### src/design/ppa_pkg.sv
// ----------------------------------------------------------------------------
// ppa_pkg - shared types and constants of the parallel port adapter
// Request and result beat layouts, request codes and control register fields.
// ----------------------------------------------------------------------------
`default_nettype none

package ppa_pkg;

	typedef enum logic [1:0] {
		REQ_READ  = 2'd0,
		REQ_WRITE = 2'd1,
		REQ_EVENT = 2'd2
	} req_kind_t;

	typedef enum logic [1:0] {
		OFS_DATA_A = 2'd0,
		OFS_CTRL_A = 2'd1,
		OFS_DATA_B = 2'd2,
		OFS_CTRL_B = 2'd3
	} reg_ofs_t;

	typedef enum logic [1:0] {
		LINE_SEL_CA1 = 2'd0,
		LINE_SEL_CA2 = 2'd1,
		LINE_SEL_CB1 = 2'd2,
		LINE_SEL_CB2 = 2'd3
	} line_sel_t;

	// control register fields
	localparam logic [7:0] MODE_MASK      = 8'h38;
	localparam logic [7:0] MODE_HANDSHAKE = 8'h20;
	localparam logic [7:0] MODE_MANUAL    = 8'h30;
	localparam logic [7:0] CLR_FLAG2      = 8'hBF;
	localparam logic [7:0] CLR_FLAG1      = 8'h7F;
	localparam int         BIT_IRQ1_EN    = 0;
	localparam int         BIT_SEL_OUT    = 2;
	localparam int         BIT_LINE2_CTL  = 3;
	localparam int         BIT_LINE2_OUT  = 5;
	localparam int         BIT_FLAG2      = 6;
	localparam int         BIT_FLAG1      = 7;

	// positions in the driven line vector
	localparam int         POS_CA2        = 1;
	localparam int         POS_CB2        = 3;

	typedef struct packed {
		req_kind_t   req_type;
		reg_ofs_t    reg_offset;
		logic [7:0]  write_data;
		line_sel_t   line_select;
	} req_t;

	typedef struct packed {
		logic [7:0]  read_data;
		logic [7:0]  port_a_value;
		logic        port_a_written;
		logic [7:0]  port_b_value;
		logic        port_b_written;
		logic        irq_a;
		logic        irq_b;
		logic [3:0]  control_lines;
	} rsp_t;

endpackage

`default_nettype wire

### src/design/ppa_stream_if.sv
// ----------------------------------------------------------------------------
// ppa_stream_if - valid/ready channel
// Carries one payload beat per handshake; source drives valid and data.
// ----------------------------------------------------------------------------
`default_nettype none

interface ppa_stream_if #(
	parameter type payload_t = ppa_pkg::req_t
);
	logic     valid;
	logic     ready;
	payload_t data;

	modport source (output valid, output data, input ready);
	modport sink   (input valid, input data, output ready);
endinterface

`default_nettype wire

### src/design/parallel_port_adapter.sv
// ----------------------------------------------------------------------------
// parallel_port_adapter - two-port parallel interface adapter
// Register file, handshake and interrupt logic of a two-port parallel adapter.
// ----------------------------------------------------------------------------
// Each request beat (bus read, bus write or control line transition) is
// decoded against the side A and side B register state in the cycle it is
// accepted; the state updates at that edge and the result beat is captured
// in the result register at the same edge. The request side is ready
// whenever the result register is empty or its beat is taken in the same
// cycle, so throughput is one item per clock while the result side takes
// its beats, bounded only by the single result register.
`default_nettype none

module parallel_port_adapter (
	input  wire logic   clk,
	input  wire logic   arst_n,
	ppa_stream_if.sink  req,
	ppa_stream_if.source rsp
);

	logic [7:0] ctl_a_q, out_a_q, dir_a_q;
	logic [7:0] ctl_b_q, out_b_q, dir_b_q;
	logic [3:0] lines_q;

	logic [7:0] ctl_a_n, out_a_n, dir_a_n;
	logic [7:0] ctl_b_n, out_b_n, dir_b_n;
	logic [3:0] lines_n;

	logic        rsp_valid_q;
	ppa_pkg::rsp_t rsp_q;
	ppa_pkg::rsp_t rsp_n;

	logic accept;

	assign req.ready = !rsp_valid_q || rsp.ready;
	assign accept    = req.valid && req.ready;

	always_comb begin
		logic hs_a, hs_b;
		hs_a = (ctl_a_q & ppa_pkg::MODE_MASK) == ppa_pkg::MODE_HANDSHAKE;
		hs_b = (ctl_b_q & ppa_pkg::MODE_MASK) == ppa_pkg::MODE_HANDSHAKE;

		ctl_a_n = ctl_a_q;
		out_a_n = out_a_q;
		dir_a_n = dir_a_q;
		ctl_b_n = ctl_b_q;
		out_b_n = out_b_q;
		dir_b_n = dir_b_q;
		lines_n = lines_q;
		rsp_n   = '0;

		unique case (req.data.req_type)
			ppa_pkg::REQ_READ: begin
				unique case (req.data.reg_offset)
					ppa_pkg::OFS_DATA_A: begin
						if (ctl_a_q[ppa_pkg::BIT_SEL_OUT]) begin
							rsp_n.read_data = out_a_q;
							ctl_a_n = ctl_a_q & ppa_pkg::CLR_FLAG2 & ppa_pkg::CLR_FLAG1;
							// a port A read ends the CA2 handshake
							if (hs_a) lines_n[ppa_pkg::POS_CA2] = 1'b0;
						end else begin
							rsp_n.read_data = dir_a_q;
						end
					end
					ppa_pkg::OFS_CTRL_A: rsp_n.read_data = ctl_a_q;
					ppa_pkg::OFS_DATA_B: begin
						if (ctl_b_q[ppa_pkg::BIT_SEL_OUT]) begin
							rsp_n.read_data = out_b_q;
							ctl_b_n = ctl_b_q & ppa_pkg::CLR_FLAG2 & ppa_pkg::CLR_FLAG1;
						end else begin
							rsp_n.read_data = dir_b_q;
						end
					end
					ppa_pkg::OFS_CTRL_B: rsp_n.read_data = ctl_b_q;
					default: ;
				endcase
			end
			ppa_pkg::REQ_WRITE: begin
				unique case (req.data.reg_offset)
					ppa_pkg::OFS_DATA_A: begin
						if (ctl_a_q[ppa_pkg::BIT_SEL_OUT]) begin
							out_a_n = req.data.write_data & dir_a_q;
							rsp_n.port_a_written = 1'b1;
						end else begin
							dir_a_n = req.data.write_data;
						end
					end
					ppa_pkg::OFS_CTRL_A: begin
						ctl_a_n = req.data.write_data;
						if ((req.data.write_data & ppa_pkg::MODE_MANUAL) == ppa_pkg::MODE_MANUAL)
							lines_n[ppa_pkg::POS_CA2] =
								req.data.write_data[ppa_pkg::BIT_LINE2_CTL];
					end
					ppa_pkg::OFS_DATA_B: begin
						if (ctl_b_q[ppa_pkg::BIT_SEL_OUT]) begin
							out_b_n = req.data.write_data & dir_b_q;
							rsp_n.port_b_written = 1'b1;
							// a port B write ends the CB2 handshake
							if (hs_b) lines_n[ppa_pkg::POS_CB2] = 1'b0;
						end else begin
							dir_b_n = req.data.write_data;
						end
					end
					ppa_pkg::OFS_CTRL_B: begin
						ctl_b_n = req.data.write_data;
						if ((req.data.write_data & ppa_pkg::MODE_MANUAL) == ppa_pkg::MODE_MANUAL)
							lines_n[ppa_pkg::POS_CB2] =
								req.data.write_data[ppa_pkg::BIT_LINE2_CTL];
					end
					default: ;
				endcase
			end
			ppa_pkg::REQ_EVENT: begin
				unique case (req.data.line_select)
					ppa_pkg::LINE_SEL_CA1: begin
						ctl_a_n[ppa_pkg::BIT_FLAG1] = 1'b1;
						rsp_n.irq_a = ctl_a_q[ppa_pkg::BIT_IRQ1_EN];
						if (hs_a) lines_n[ppa_pkg::POS_CA2] = 1'b1;
					end
					ppa_pkg::LINE_SEL_CA2: begin
						ctl_a_n[ppa_pkg::BIT_FLAG2] = 1'b1;
						rsp_n.irq_a = !ctl_a_q[ppa_pkg::BIT_LINE2_OUT] &&
							ctl_a_q[ppa_pkg::BIT_LINE2_CTL];
					end
					ppa_pkg::LINE_SEL_CB1: begin
						ctl_b_n[ppa_pkg::BIT_FLAG1] = 1'b1;
						rsp_n.irq_b = ctl_b_q[ppa_pkg::BIT_IRQ1_EN];
						if (hs_b) lines_n[ppa_pkg::POS_CB2] = 1'b1;
					end
					ppa_pkg::LINE_SEL_CB2: begin
						ctl_b_n[ppa_pkg::BIT_FLAG2] = 1'b1;
						rsp_n.irq_b = !ctl_b_q[ppa_pkg::BIT_LINE2_OUT] &&
							ctl_b_q[ppa_pkg::BIT_LINE2_CTL];
					end
					default: ;
				endcase
			end
			default: ;
		endcase

		rsp_n.port_a_value  = out_a_n;
		rsp_n.port_b_value  = out_b_n;
		rsp_n.control_lines = lines_n;
	end

	always_ff @(posedge clk or negedge arst_n) begin
		if (!arst_n) begin
			ctl_a_q <= '0;
			out_a_q <= '0;
			dir_a_q <= '0;
			ctl_b_q <= '0;
			out_b_q <= '0;
			dir_b_q <= '0;
			lines_q <= '0;
		end else if (accept) begin
			ctl_a_q <= ctl_a_n;
			out_a_q <= out_a_n;
			dir_a_q <= dir_a_n;
			ctl_b_q <= ctl_b_n;
			out_b_q <= out_b_n;
			dir_b_q <= dir_b_n;
			lines_q <= lines_n;
		end
	end

	always_ff @(posedge clk or negedge arst_n) begin
		if (!arst_n) begin
			rsp_valid_q <= 1'b0;
		end else if (accept) begin
			rsp_valid_q <= 1'b1;
		end else if (rsp.ready) begin
			rsp_valid_q <= 1'b0;
		end
	end

	always_ff @(posedge clk) begin
		if (accept) rsp_q <= rsp_n;
	end

	assign rsp.valid = rsp_valid_q;
	assign rsp.data  = rsp_q;

	// CA1/CB1 are inputs and never driven
	a_input_lines_undriven: assert property (@(posedge clk) disable iff (!arst_n)
		!lines_q[0] && !lines_q[2])
		else $error("CA1 or CB1 driven");

	// one event per beat, so the two sides never interrupt together
	a_irq_exclusive: assert property (@(posedge clk) disable iff (!arst_n)
		rsp_valid_q |-> !(rsp_q.irq_a && rsp_q.irq_b))
		else $error("irq on both sides in one beat");

	a_accept_fills_result: assert property (@(posedge clk) disable iff (!arst_n)
		accept |=> rsp_valid_q)
		else $error("accepted beat lost its result");

	a_read_data_only_on_read: assert property (@(posedge clk) disable iff (!arst_n)
		(accept && req.data.req_type != ppa_pkg::REQ_READ) |=> rsp_q.read_data == 8'h00)
		else $error("read data on a non-read beat");

	a_written_excludes_irq: assert property (@(posedge clk) disable iff (!arst_n)
		(rsp_valid_q && (rsp_q.port_a_written || rsp_q.port_b_written))
			|-> !(rsp_q.irq_a || rsp_q.irq_b))
		else $error("port write and irq in one beat");

endmodule

`default_nettype wire

### src/flat_wrapper.sv
// flat-port wrapper written by rule: the top's interface ports become plain ports
module parallel_port_adapter_flat 
  (clk, arst_n, req_valid, req_data, req_ready, rsp_valid, rsp_data, rsp_ready);
  ppa_stream_if #(.payload_t(ppa_pkg::req_t)) req_i ();
  ppa_stream_if #(.payload_t(ppa_pkg::rsp_t)) rsp_i ();
  input  wire logic clk;
  input  wire logic arst_n;
  input wire logic [$bits(req_i.valid)-1:0] req_valid;
  input wire logic [$bits(req_i.data)-1:0] req_data;
  output wire logic [$bits(req_i.ready)-1:0] req_ready;
  output wire logic [$bits(rsp_i.valid)-1:0] rsp_valid;
  output wire logic [$bits(rsp_i.data)-1:0] rsp_data;
  input wire logic [$bits(rsp_i.ready)-1:0] rsp_ready;
  assign req_i.valid = req_valid;
  assign req_i.data = req_data;
  assign req_ready = req_i.ready;
  assign rsp_valid = rsp_i.valid;
  assign rsp_data = rsp_i.data;
  assign rsp_i.ready = rsp_ready;
  parallel_port_adapter u_core (.clk(clk), .arst_n(arst_n), .req(req_i), .rsp(rsp_i));
endmodule
### config.mk
export PLATFORM = sky130hd
export DESIGN_NAME = parallel_port_adapter_flat
export DESIGN_NICKNAME = d
export VERILOG_FILES = /design/src/design/ppa_pkg.sv /design/src/design/ppa_stream_if.sv /design/src/design/parallel_port_adapter.sv /design/src/flat_wrapper.sv
export SDC_FILE = /design/constraint.sdc
export NUM_CORES = 1
export LEC_CHECK = 0
export ABC_AREA = 1
export BUFFER_PORTS_ARGS = -buffer_cell sky130_fd_sc_hd__clkbuf_2
export CORE_ASPECT_RATIO = 0.6
export CORE_MARGIN = 3
export CORE_UTILIZATION = 54
export DETAILED_ROUTE_END_ITERATION = 12
export PLACE_DENSITY = 0.79
export SLEW_MARGIN = 10
export SYNTH_ARGS = -nofsm -noshare
export SYNTH_HDL_FRONTEND = slang
export SYNTH_SLANG_ARGS = --single-unit
### constraint.sdc
create_clock -name clk -period 3 [get_ports clk]
set_input_delay 0.6 -clock clk [delete_from_list [all_inputs] [get_ports clk]]
set_output_delay 0.6 -clock clk [all_outputs]
set_load 0.01 [all_outputs]
Word level (Yosys, flattened, before mapping)

Cells that the tools add are included.

Add/sub/neg operators: 0
Multiply operators: 0
Div/mod/pow operators: 0
Order comparisons: 0
Equal/unequal tests: 21
Shift operators: 0
Multiplexer cells: 44
Bitwise operators: 5
Reductions and logical operators: 25

Operators by type and width:

| operator                                                               | count |
|---|---|
| 8-bit two-way mux                                                      | 14 |
| 8-bit case mux with 4 select lines                                     | 1 |
| 6-bit case mux with 2 select lines                                     | 2 |
| 4-bit AND reduction                                                    | 6 |
| 6-bit AND reduction                                                    | 4 |
| 1-bit two-way mux                                                      | 20 |
| 8-bit bitwise AND                                                      | 2 |
| 2-bit != test (second input constant)                                  | 8 |
| 2-bit equality test (second input constant)                            | 6 |
| 2-bit case mux with 3 select lines                                     | 2 |
| 1-bit case mux with 2 select lines                                     | 4 |
| 2-bit by 1-bit equality test with 1-bit output (second input constant) | 3 |
| 3-bit equality test (second input constant)                            | 2 |
| 2-bit logical NOT                                                      | 3 |
| 2-bit by 1-bit != test with 1-bit output (second input constant)       | 2 |
| 2-bit AND reduction                                                    | 2 |
| 2-bit nonzero test                                                     | 2 |
| 1-bit logical AND                                                      | 3 |
| 1-bit logical NOT                                                      | 3 |
| 1-bit NOT                                                              | 3 |
| 1-bit case mux with 3 select lines                                     | 1 |
| 3-bit nonzero test                                                     | 1 |
| 1-bit logical OR                                                       | 1 |

Register bits after elaboration: 81
Bits in latches: 0
Memory bits (writable): 0
ROM bits: 0
Memories kept: 0

Longest topological paths before layout

Gate-level depths: netlist of run 1.

Depth in word-level cells: 5
Gate-level depth with buffers: 10

Worst setup path before layout of run 1

OpenSTA, ideal clock, no wires.

Path kind: input to register
From: input port rsp_ready
To: register u_core.rsp_q, in the netlist u_core.rsp.data[10] (enable)
Arrival: 2.016 ns
Required time: 2.596 ns
Path slack: 0.579 ns
Cell stages on the path: 5
Path buffers: 1
Cell sequence: inv_1 -> nand2_1 -> nand2_1 -> inv_2 -> clkbuf_1

Word-level cells in the longest chain between the ends: 2

RTL lines:

| item                   | RTL line                     | RTL |
|---|---|---|
| start: declaration     | flat_wrapper.sv:13           | `input wire logic [$bits(rsp_i.ready)-1:0] rsp_ready;` |
| 1-bit logical OR       | parallel_port_adapter.sv:35  | `assign req.ready = !rsp_valid_q \|\| rsp.ready;` |
| net req_ready          | flat_wrapper.sv:10           | `output wire logic [$bits(req_i.ready)-1:0] req_ready;` |
| 1-bit logical AND      | parallel_port_adapter.sv:36  | `assign accept = req.valid && req.ready;` |
| net u_core.accept      | parallel_port_adapter.sv:33  | `logic accept;` |
| end signal: assignment | parallel_port_adapter.sv:177 | `if (accept) rsp_q <= rsp_n;` |
| end: declaration       | parallel_port_adapter.sv:30  | `ppa_pkg::rsp_t rsp_q;` |

The timed path passes the listed nets, and every way through them passes these cells.
A chain may end at the register's enable or synchronous reset.

Final worst setup path of run 1

From: input port req_data[13]
To: register u_core.ctl_a_q[5]

Word-level cells in the longest chain between the ends: 3
Elaborated cells on any way between the ends: 5
Classes of those cells: eq/ne (1); mux (1); bitwise (1); reduce/logical (2)

RTL lines:

| item                          | RTL line                     | RTL |
|---|---|---|
| start: declaration            | flat_wrapper.sv:9            | `input wire logic [$bits(req_i.data)-1:0] req_data;` |
| 2-bit logical NOT             | parallel_port_adapter.sv:52  | `unique case (req.data.req_type)` |
| 1-bit NOT (no line)           | n/a                          |  |
| 4-bit AND reduction (no line) | n/a                          |  |
| end signal: assignment        | parallel_port_adapter.sv:156 | `ctl_a_q <= ctl_a_n;` |
| end: declaration              | parallel_port_adapter.sv:21  | `logic [7:0] ctl_a_q, out_a_q, dir_a_q;` |

Several ways; a longest one is shown, not always the timed one.

==> metrics.txt, run 1 <==
via count 3,314; period utilization 69.5%; largest family of logic cells by synthesized area simple AND/OR/NAND/NOR gates; slew margin rel. 54.3%; violation count after the first detailed-route iteration 352; global-route wire length before repair 15,700 um; worst-skew pair later-pin latency 0.34 ns; Final nets 531; worst path required time 3.19 ns; Post-Route Skew 0.00478 ns; commonest non-fill, non-tap cells in the layout 109 x nand2_1, 71 x inv_1, 61 x o21ai_0, 51 x dfrtp_1, 49 x clkbuf_2; via/cell ratio 5.51; Detail Placement HPWL 7010 um; layout cells sized above 1 16.0%; # hold bufs at CTS 0; FF+latch count, synth 81; Crit Path Max Fanout 12; worst slew pin tran 0.686 ns; mux share of post-synthesis cell area 0%; Hold Crit Class in2async; post-route ant nets 0; PnR Total Power 0.00341 W; # IOs 52; R2R depth 6; Post-Synth Adder-Cell Area 1.29%; CTS H-tree lvls 3; Period minus WS final 2.09 ns; reg2reg setup slack 0.93 ns; Tot GR Track Use 25.4%; Fmax 480 MHz; initial antenna violation count 0; critical path launch point type primary input; post-cts sizing count 0; total grt overflow 0; CP Capture Type flop; Synth Area in Compound Gates 13.0%; Setup Viol. Count Final 0; fraction of the mapped netlist area in simple logic gates 20.6%; Remaining DRCs 0; most common cell after layout, fill and taps aside nand2_1; vias in the first global route 3,076; Layout Utilization 66.6%; Setup CP Type in2reg; Root Driver clkbuf_16; synthesized cell area 3880 um2; final wirelength 9740 um; post-synthesis sequential area ratio 56.2%; Total Die Area 8260 um2; Vert. Die Dim 71.6 um; WP data arrival 2.27 ns; n_diodes 0; status complete, no violations; Sum Neg Setup Slack 0 ns; dpl ws 0.610 ns; postcts setup bufs 0; yosys warns 0; router iterations before antenna repair 5; Wirelength per Cell 16.2 um; Initial Utilization 56.8%; core area 6820 um2; VDD IR-drop max 0.324 mV; clk buf depth 2; XOR/XNOR Fraction of Synth Area 0%; Routability Congestion 0.942; Max-Cap Viols 0; syn avg cell area 8.48 um2; Sink Count 81; buffers added on ports 49; clk slew on worst S/H paths 0.06 ns; Slew Limit Fails 0; unrepaired setup endpoints after global routing no; Fin. Hold Viols 0; pwr dens 751 nW/um2; P&R area growth vs syn 17.2%; DIE WIDTH 115 um; CTS tree yes; largest net degree at the start of global routing 52; Lkg Pwr 2.18 nW; Setup WS post-layout 0.915 ns; Netlist cell types 30; Gate Count Post-Synth 457; TritonCTS Buffers 9; row count 23
## synthesized netlist by cell type
cell type,n,area share (%)
a21boi_0,1,0.19
a21oi_1,15,1.9
a22oi_1,1,0.19
a31oi_1,1,0.16
a32oi_1,1,0.23
buf_1,1,0.097
buf_2,7,0.90
buf_4,2,0.39
clkbuf_1,3,0.29
conb_1,1,0.097
dfrtp_1,51,33
edfxtp_1,30,23
ha_1,4,1.3
inv_1,71,6.9
inv_2,3,0.29
nand2_1,109,11
nand2_2,3,0.48
nand3_1,33,4.3
nand3b_1,1,0.19
nor2_1,33,3.2
nor2_2,5,0.81
nor2_4,1,0.29
nor3_1,2,0.26
nor3_2,2,0.52
o211ai_1,1,0.19
o21ai_0,61,7.9
o21ai_1,3,0.39
o21bai_1,1,0.19
o22ai_1,9,1.5
o41ai_1,1,0.23
## worst max-delay path, cell delays in order
cell and delay, ns:
clkbuf_2 0.11, inv_1 0.06, ha_1 0.36, inv_1 0.24, o22ai_1 0.17, nor2_1 0.55
o21ai_0 0.18
## stage by stage
step	hold WS, ns	cell area (um2)	instances
floorplan	0.304	3880	458
global placement	0.458	4200	585
detailed placement	0.466	4200	585
CTS	0.412	4540	601
global route	0.433	4540	601
finish	0.371	4540	601
## cell families after synthesis
logic type	Yosys count
adder cells (fa/ha/maj)	4
other	1
AND/OR/NAND/NOR	189
AO/OA/AOI/OAI	95
buffers and inverters	87
flip-flops	81
## cell type report
cell class | instances | area, um2
well taps | 87 | 109
flip-flops and latches | 81 | 2180
fillers | 566 | 2280
repair buffers | 53 | 275
inverters | 74 | 278
multi-input cells | 290 | 1360
clock inverters | 5 | 103
clock buffers | 11 | 243
## flip-flops by register name, summed over array words and instances (netlist names), 2 cells and up
register,flops
u_core.dir_b_q,8
u_core.out_b_q,8
u_core.ctl_a_q,8
u_core.out_a_q,8
u_core.ctl_b_q,8
u_core.dir_a_q,8
u_core.lines_q,2
u_core.rsp.data,30
## path summary, 6_finish.rpt
check                                        from                 to
worst min-delay path                       arst_n  u_core.out_b_q[0]
max in group asynchronous                  arst_n  u_core.ctl_b_q[5]
min in group clk                u_core.ctl_a_q[7]  u_core.ctl_a_q[7]
worst min register to register  u_core.ctl_a_q[7]  u_core.ctl_a_q[7]
worst max register to register   u_core.rsp.valid  u_core.ctl_a_q[5]
worst max-delay path                 req_data[13]  u_core.ctl_a_q[5]
## routing by layer
metal,part of all wire [%],vias to the layer above,global-route usage [%]
met5,0,-,0
met4,1.1,0,6.77
met3,9.6,11,8.69
met2,43,163,35.4
met1,46,1556,38.1
li1,-,1584,-
## where the power goes
group	switching [W]	internal (W)	leakage [nW]
combinational	0.000403	0.000200	1.11
clock	0.000433	0.000834	0.166
sequential	0.000136	0.00141	0.911
Power figures use the tool's default switching activity.
==> run 2, diff against run 1 <==
- ABC_AREA: 1 -> 0
- clock period: 3 -> 2 ns (I/O delays scaled with it)
==> metrics.txt, run 2 <==
Sum Neg Setup Slack 0 ns (unchanged); Gate Count Post-Synth 375 (was 457); FF+latch count, synth 81 (unchanged); VDD IR-drop max 0.564 mV (was 0.324 mV); Wirelength per Cell 17.1 um (was 16.2 um); postcts setup bufs 0 (unchanged); buffers added on ports 49 (unchanged); DIE WIDTH 116 um (was 115 um); synthesized cell area 3940 um2 (was 3880 um2); status complete, no violations (unchanged); ys async rst share 63.0% (unchanged); violation count after the first detailed-route iteration 318 (was 352); Fmax 578 MHz; Initial Utilization 57.3% (was 56.8%); Lkg Pwr 2.04 nW (was 2.18 nW); n_diodes 0 (unchanged); yosys warns 0 (unchanged); global-route wire length before repair 14,300 um (was 15,700 um); row count 23 (unchanged); Post-synth EDFFs 30 (unchanged); Netlist cell types 42 (was 30); Max-Cap Viols 0 (unchanged); commonest cells in the netlist 84 x nand2_1, 59 x o21ai_0, 51 x dfrtp_1 (was 109 x nand2_1, 71 x inv_1, 61 x o21ai_0); syn avg cell area 10.5 um2 (was 8.48 um2); WP data arrival 1.95 ns (was 2.27 ns); layout cells sized above 1 26.4% (was 16.0%); max reg flops 30 (unchanged); Detail Placement HPWL 6500 um (was 7010 um); Setup Viol. Count Final 0 (unchanged); Synth area leaders dfrtp_1 32%, edfxtp_1 23%, nand2_1 8.0% (was dfrtp_1 33%, edfxtp_1 23%, nand2_1 11%); via/cell ratio 5.62 (was 5.51); worst path required time 2.22 ns (was 3.19 ns); Total Die Area 8400 um2 (was 8260 um2); Layout Utilization 67.4% (was 66.6%); top-count cell post-synth nand2_1 (unchanged); P&R area growth vs syn 17.6% (was 17.2%); largest net degree at the start of global routing 52 (unchanged); dominant synthesized flop cell dfrtp_1 (unchanged); CTS tree yes (unchanged); commonest non-fill, non-tap cells in the layout 84 x nand2_1, 59 x o21ai_0, 51 x dfrtp_1, 49 x clkbuf_2, 30 x edfxtp_1 (was 109 x nand2_1, 71 x inv_1, 61 x o21ai_0, 51 x dfrtp_1, 49 x clkbuf_2); Layout Cells excl Fill 522 (was 601); clk buf depth 2 (unchanged); most common cell after layout, fill and taps aside nand2_1 (unchanged); Slew Limit Fails 0 (unchanged); PnR Total Power 0.00426 W (was 0.00341 W); CTS H-tree lvls 3 (unchanged); CP Capture Type flop (unchanged); Final nets 452 (was 531); router iterations before antenna repair 5 (unchanged); Root Driver clkbuf_16 (unchanged); Setup CP Type reg2reg (was in2reg); Sink Count 81 (unchanged); final wirelength 8930 um (was 9740 um); vias in the first global route 2,791 (was 3,076); pwr dens 918 nW/um2 (was 751 nW/um2); core area 6880 um2 (was 6820 um2); period utilization 86.4%; TritonCTS Buffers 9 (unchanged); Hold Crit Class in2async (unchanged); unrepaired setup endpoints after global routing no (unchanged); leading area contributor after synthesis dfrtp_1 (unchanged); final hold slack 0.0403 ns (was 0.371 ns); post-route ant nets 0 (unchanged); clk slew on worst S/H paths 0.06 ns (about the same); worst-skew pair later-pin latency 0.34 ns (about the same); Crit Path Max Fanout 8 (was 12); # IOs 52 (unchanged); Fin. Hold Viols 0 (unchanged); # hold bufs at CTS 0 (unchanged); Tot GR Track Use 23.0% (was 25.4%); initial antenna violation count 0 (unchanged); placed cell count 506 (was 585); critical path launch point type flop (was primary input); Period minus WS final 1.73 ns; post-cts sizing count 0 (unchanged); Routability Congestion 0.884 (was 0.942); Vert. Die Dim 72.2 um (was 71.6 um); top cell type's share of synthesized area 32.4% (was 32.9%); total grt overflow 0 (unchanged); post-synthesis sequential area ratio 55.2% (was 56.2%); via count 2,933 (was 3,314); Remaining DRCs 0 (unchanged); Post-Route Skew 0.00726 ns (was 0.00478 ns)
run 2: cell count changes in the layout (fill, tap and decap cells not counted), moves of 8 or more:
| cell | change |
|---|---|
| nor2_1 | -20 |
| mux2i_1 | +22 |
| mux2_4 | +8 |
| buf_4 | +12 |
| nand3_1 | -31 |
| o22ai_1 | -9 |
| inv_1 | -63 |
| mux2_2 | +18 |
| nand2_1 | -25 |
run 2: worst paths after layout:
path | end | start | cells after the start | slack, ns
min in group clk | u_core.rsp.valid | req_valid | 3 | 0.37
hold / removal | u_core.ctl_b_q[5] | arst_n | 2 | 0.04
setup reg to reg | u_core.dir_a_q[5] | u_core.rsp.valid | 4 | 0.27
max in group asynchronous | u_core.out_a_q[7] | arst_n | 2 | 1.70
hold reg to reg | u_core.ctl_b_q[7] | u_core.ctl_b_q[7] | 1 | 0.51
setup / recovery | u_core.dir_a_q[5] | u_core.rsp.valid | 4 | 0.27
run 2: cell families (layout without fill, tap and decap cells):
kind of cell / Yosys count / in the layout / synth area share, %
multiplexers: 48 / 48 / 13.8
other: 1 / 2 / 0.0951
flip-flops: 81 / 81 / 55.2
AND/OR/NAND/NOR: 127 / 127 / 14.6
buffers and inverters: 33 / 92 / 3.81
AO/OA/AOI/OAI: 81 / 81 / 11.2
adder cells (fa/ha/maj): 4 / 4 / 1.27
run 2: stage by stage:
stage               setup slack (ns)  instance area [um2]
floorplan                     0.0236                 3960
global placement               0.124                 4350
detailed placement            0.0577                 4350
CTS                            0.263                 4640
global route                   0.138                 4640
finish                         0.271                 4640
run 2: layer usage:
layer	routed length [um]	track usage (%)	vias up
met2	3960	34.7	100
met5	0	0	-
met1	4180	31.8	1398
met4	150	6.69	0
met3	648	8.08	17
li1	-	-	1418
run 2: cell type report:
cell class	instances	area (um2)
fill	540	2240
sequential	81	2180
multi-input combinational	262	1630
timing repair buffer	66	385
clock buffer	11	264
tap	87	109
inverter	10	41.3
clock inverter	5	27.5
run 2: critical path, stage by stage (launching register included):
cell	delay, ns
dfrtp_1	0.37
nand2b_1	0.18
nand3_2	0.11
or4_1	0.60
mux2_2	0.35
run 2: where the power goes:
| group | switching (W) | internal, W |
|---|---|---|
| registers | 0.000127 | 0.00191 |
| logic | 0.000352 | 0.000302 |
| clock network | 0.000629 | 0.000940 |
| total | 0.00111 | 0.00315 |
==> run 3, diff against run 2 <==
- CORE_UTILIZATION: 54 -> 50
- PLACE_DENSITY: 0.79 -> 0.75
==> metrics.txt, run 3 (same netlist as run 2, synthesis figures left out) <==
P&R area growth vs syn 18.2% (was 17.6%); CTS tree yes (unchanged); buffers added on ports 49 (unchanged); layout cells sized above 1 25.9% (was 26.4%); Setup Viol. Count Final 0 (unchanged); # IOs 52 (unchanged); Remaining DRCs 0 (unchanged); core area 7450 um2 (was 6880 um2); pwr dens 915 nW/um2 (was 918 nW/um2); VDD IR-drop max 0.515 mV (was 0.564 mV); Initial Utilization 53.0% (was 57.3%); Tot GR Track Use 22.2% (was 23.0%); post-route ant nets 0 (unchanged); most common cell after layout, fill and taps aside nand2_1 (unchanged); worst slew pin tran 0.656 ns; postcts setup bufs 0 (unchanged); Lkg Pwr 2.04 nW (about the same); global-route wire length before repair 14,800 um (was 14,300 um); Slew Limit Fails 0 (unchanged); worst path required time 2.23 ns (was 2.22 ns); worst-skew pair later-pin latency 0.34 ns (about the same); Routability Congestion 0.855 (was 0.884); clk buf depth 2 (unchanged); initial antenna violation count 0 (unchanged); Sum Neg Setup Slack 0 ns (unchanged); via count 2,935 (was 2,933); clk slew on worst S/H paths 0.06 ns (about the same); Layout Cells excl Fill 541 (was 522); Max-Cap Viols 0 (unchanged); max reg flops 30 (unchanged); CP Capture Type flop (unchanged); Sink Count 81 (unchanged); Wirelength per Cell 17.1 um (about the same); slew margin rel. 56.3%; Total Die Area 9020 um2 (was 8400 um2); Vert. Die Dim 74.8 um (was 72.2 um); total grt overflow 0 (unchanged); CTS H-tree lvls 3 (unchanged); critical path launch point type flop (unchanged); final wirelength 9260 um (was 8930 um); via/cell ratio 5.43 (was 5.62); Fin. Hold Viols 0 (unchanged); Post-Route Skew 0.00775 ns (was 0.00726 ns); unrepaired setup endpoints after global routing no (unchanged); post-cts sizing count 0 (unchanged); vias in the first global route 2,827 (was 2,791); Hold Crit Class in2async (unchanged); period utilization 87.5% (was 86.4%); TritonCTS Buffers 9 (unchanged); Detail Placement HPWL 6700 um (was 6500 um); violation count after the first detailed-route iteration 348 (was 318); row count 24 (was 23); Fmax 571 MHz (was 578 MHz); router iterations before antenna repair 5 (unchanged); Final nets 454 (was 452); DIE WIDTH 121 um (was 116 um); # hold bufs at CTS 0 (unchanged); n_diodes 0 (unchanged); status complete, no violations (unchanged); WP data arrival 1.98 ns (was 1.95 ns); Root Driver clkbuf_16 (unchanged); largest net degree at the start of global routing 52 (unchanged); commonest non-fill, non-tap cells in the layout 84 x nand2_1, 59 x o21ai_0, 51 x dfrtp_1, 49 x clkbuf_2, 30 x edfxtp_1 (unchanged); Setup CP Type reg2reg (unchanged); Period minus WS final 1.75 ns (was 1.73 ns); placed cell count 525 (was 506); Crit Path Max Fanout 8 (unchanged)
==> run 3: cell count changes in the layout (fill, tap and decap cells not counted), sizes merged <==
cell | previous run | this run
bufinv | 0 | 1
buf | 17 | 19
clkbuf | 60 | 61
clkinv | 5 | 4
clkinvlp | 2 | 1
==> run 3: stage by stage <==
step                      hold WS, ns  setup WS (ns)  total power, W  util (%)  area [um2]
after CTS                       0.201          0.233         0.00429      62.6        4660
final                           0.159          0.249         0.00427      62.6        4660
after global routing            0.215          0.157         0.00445      62.6        4660
after global placement          0.466          0.120         0.00269      58.8        4380
after detailed placement        0.471         0.0812         0.00272      58.8        4380
after floorplan                 0.104         0.0236         0.00247         -        3960
==> run 3: final timing paths <==
path	from	to	slack (ns)	depth (start not counted)
max	u_core.rsp.valid	u_core.dir_a_q[4]	0.25	4
min	arst_n	u_core.ctl_b_q[3]	0.16	2
max reg2reg	u_core.rsp.valid	u_core.dir_a_q[4]	0.25	4
max in group asynchronous	arst_n	u_core.ctl_a_q[5]	1.38	2
min in group clk	req_valid	u_core.rsp.valid	0.40	3
min reg2reg	u_core.ctl_b_q[1]	u_core.ctl_b_q[1]	0.50	2
==> run 3: area by class of cell <==
cell class,count,area [um2]
clock buffers,12,236
clock inverters,4,43.8
fillers,625,2790
inverters,10,41.3
multi-input cells,262,1630
flip-flops and latches,81,2180
well taps,104,130
repair buffers,68,400
==> run 3: metal layers <==
layer,up-vias,share of wire (%),GRT usage [%]
li1,1420,-,-
met1,1392,47,31.5
met2,109,44,34.3
met3,14,8.0,5.93
met4,0,1.2,6.53
met5,-,0,0
==> run 3: power breakdown <==
group          internal [W]  total, W  leakage [nW]  switching (W)
combinational      0.000305  0.000663         0.937       0.000358
sequential          0.00191   0.00203         0.966       0.000126
clock              0.000958   0.00157         0.138       0.000611
==> run 3: critical path: stages (launching register included) <==
cell      delay (ns)
dfrtp_1         0.38
nand2b_1        0.18
nand3_2         0.11
or4_1           0.61
mux2_2          0.35
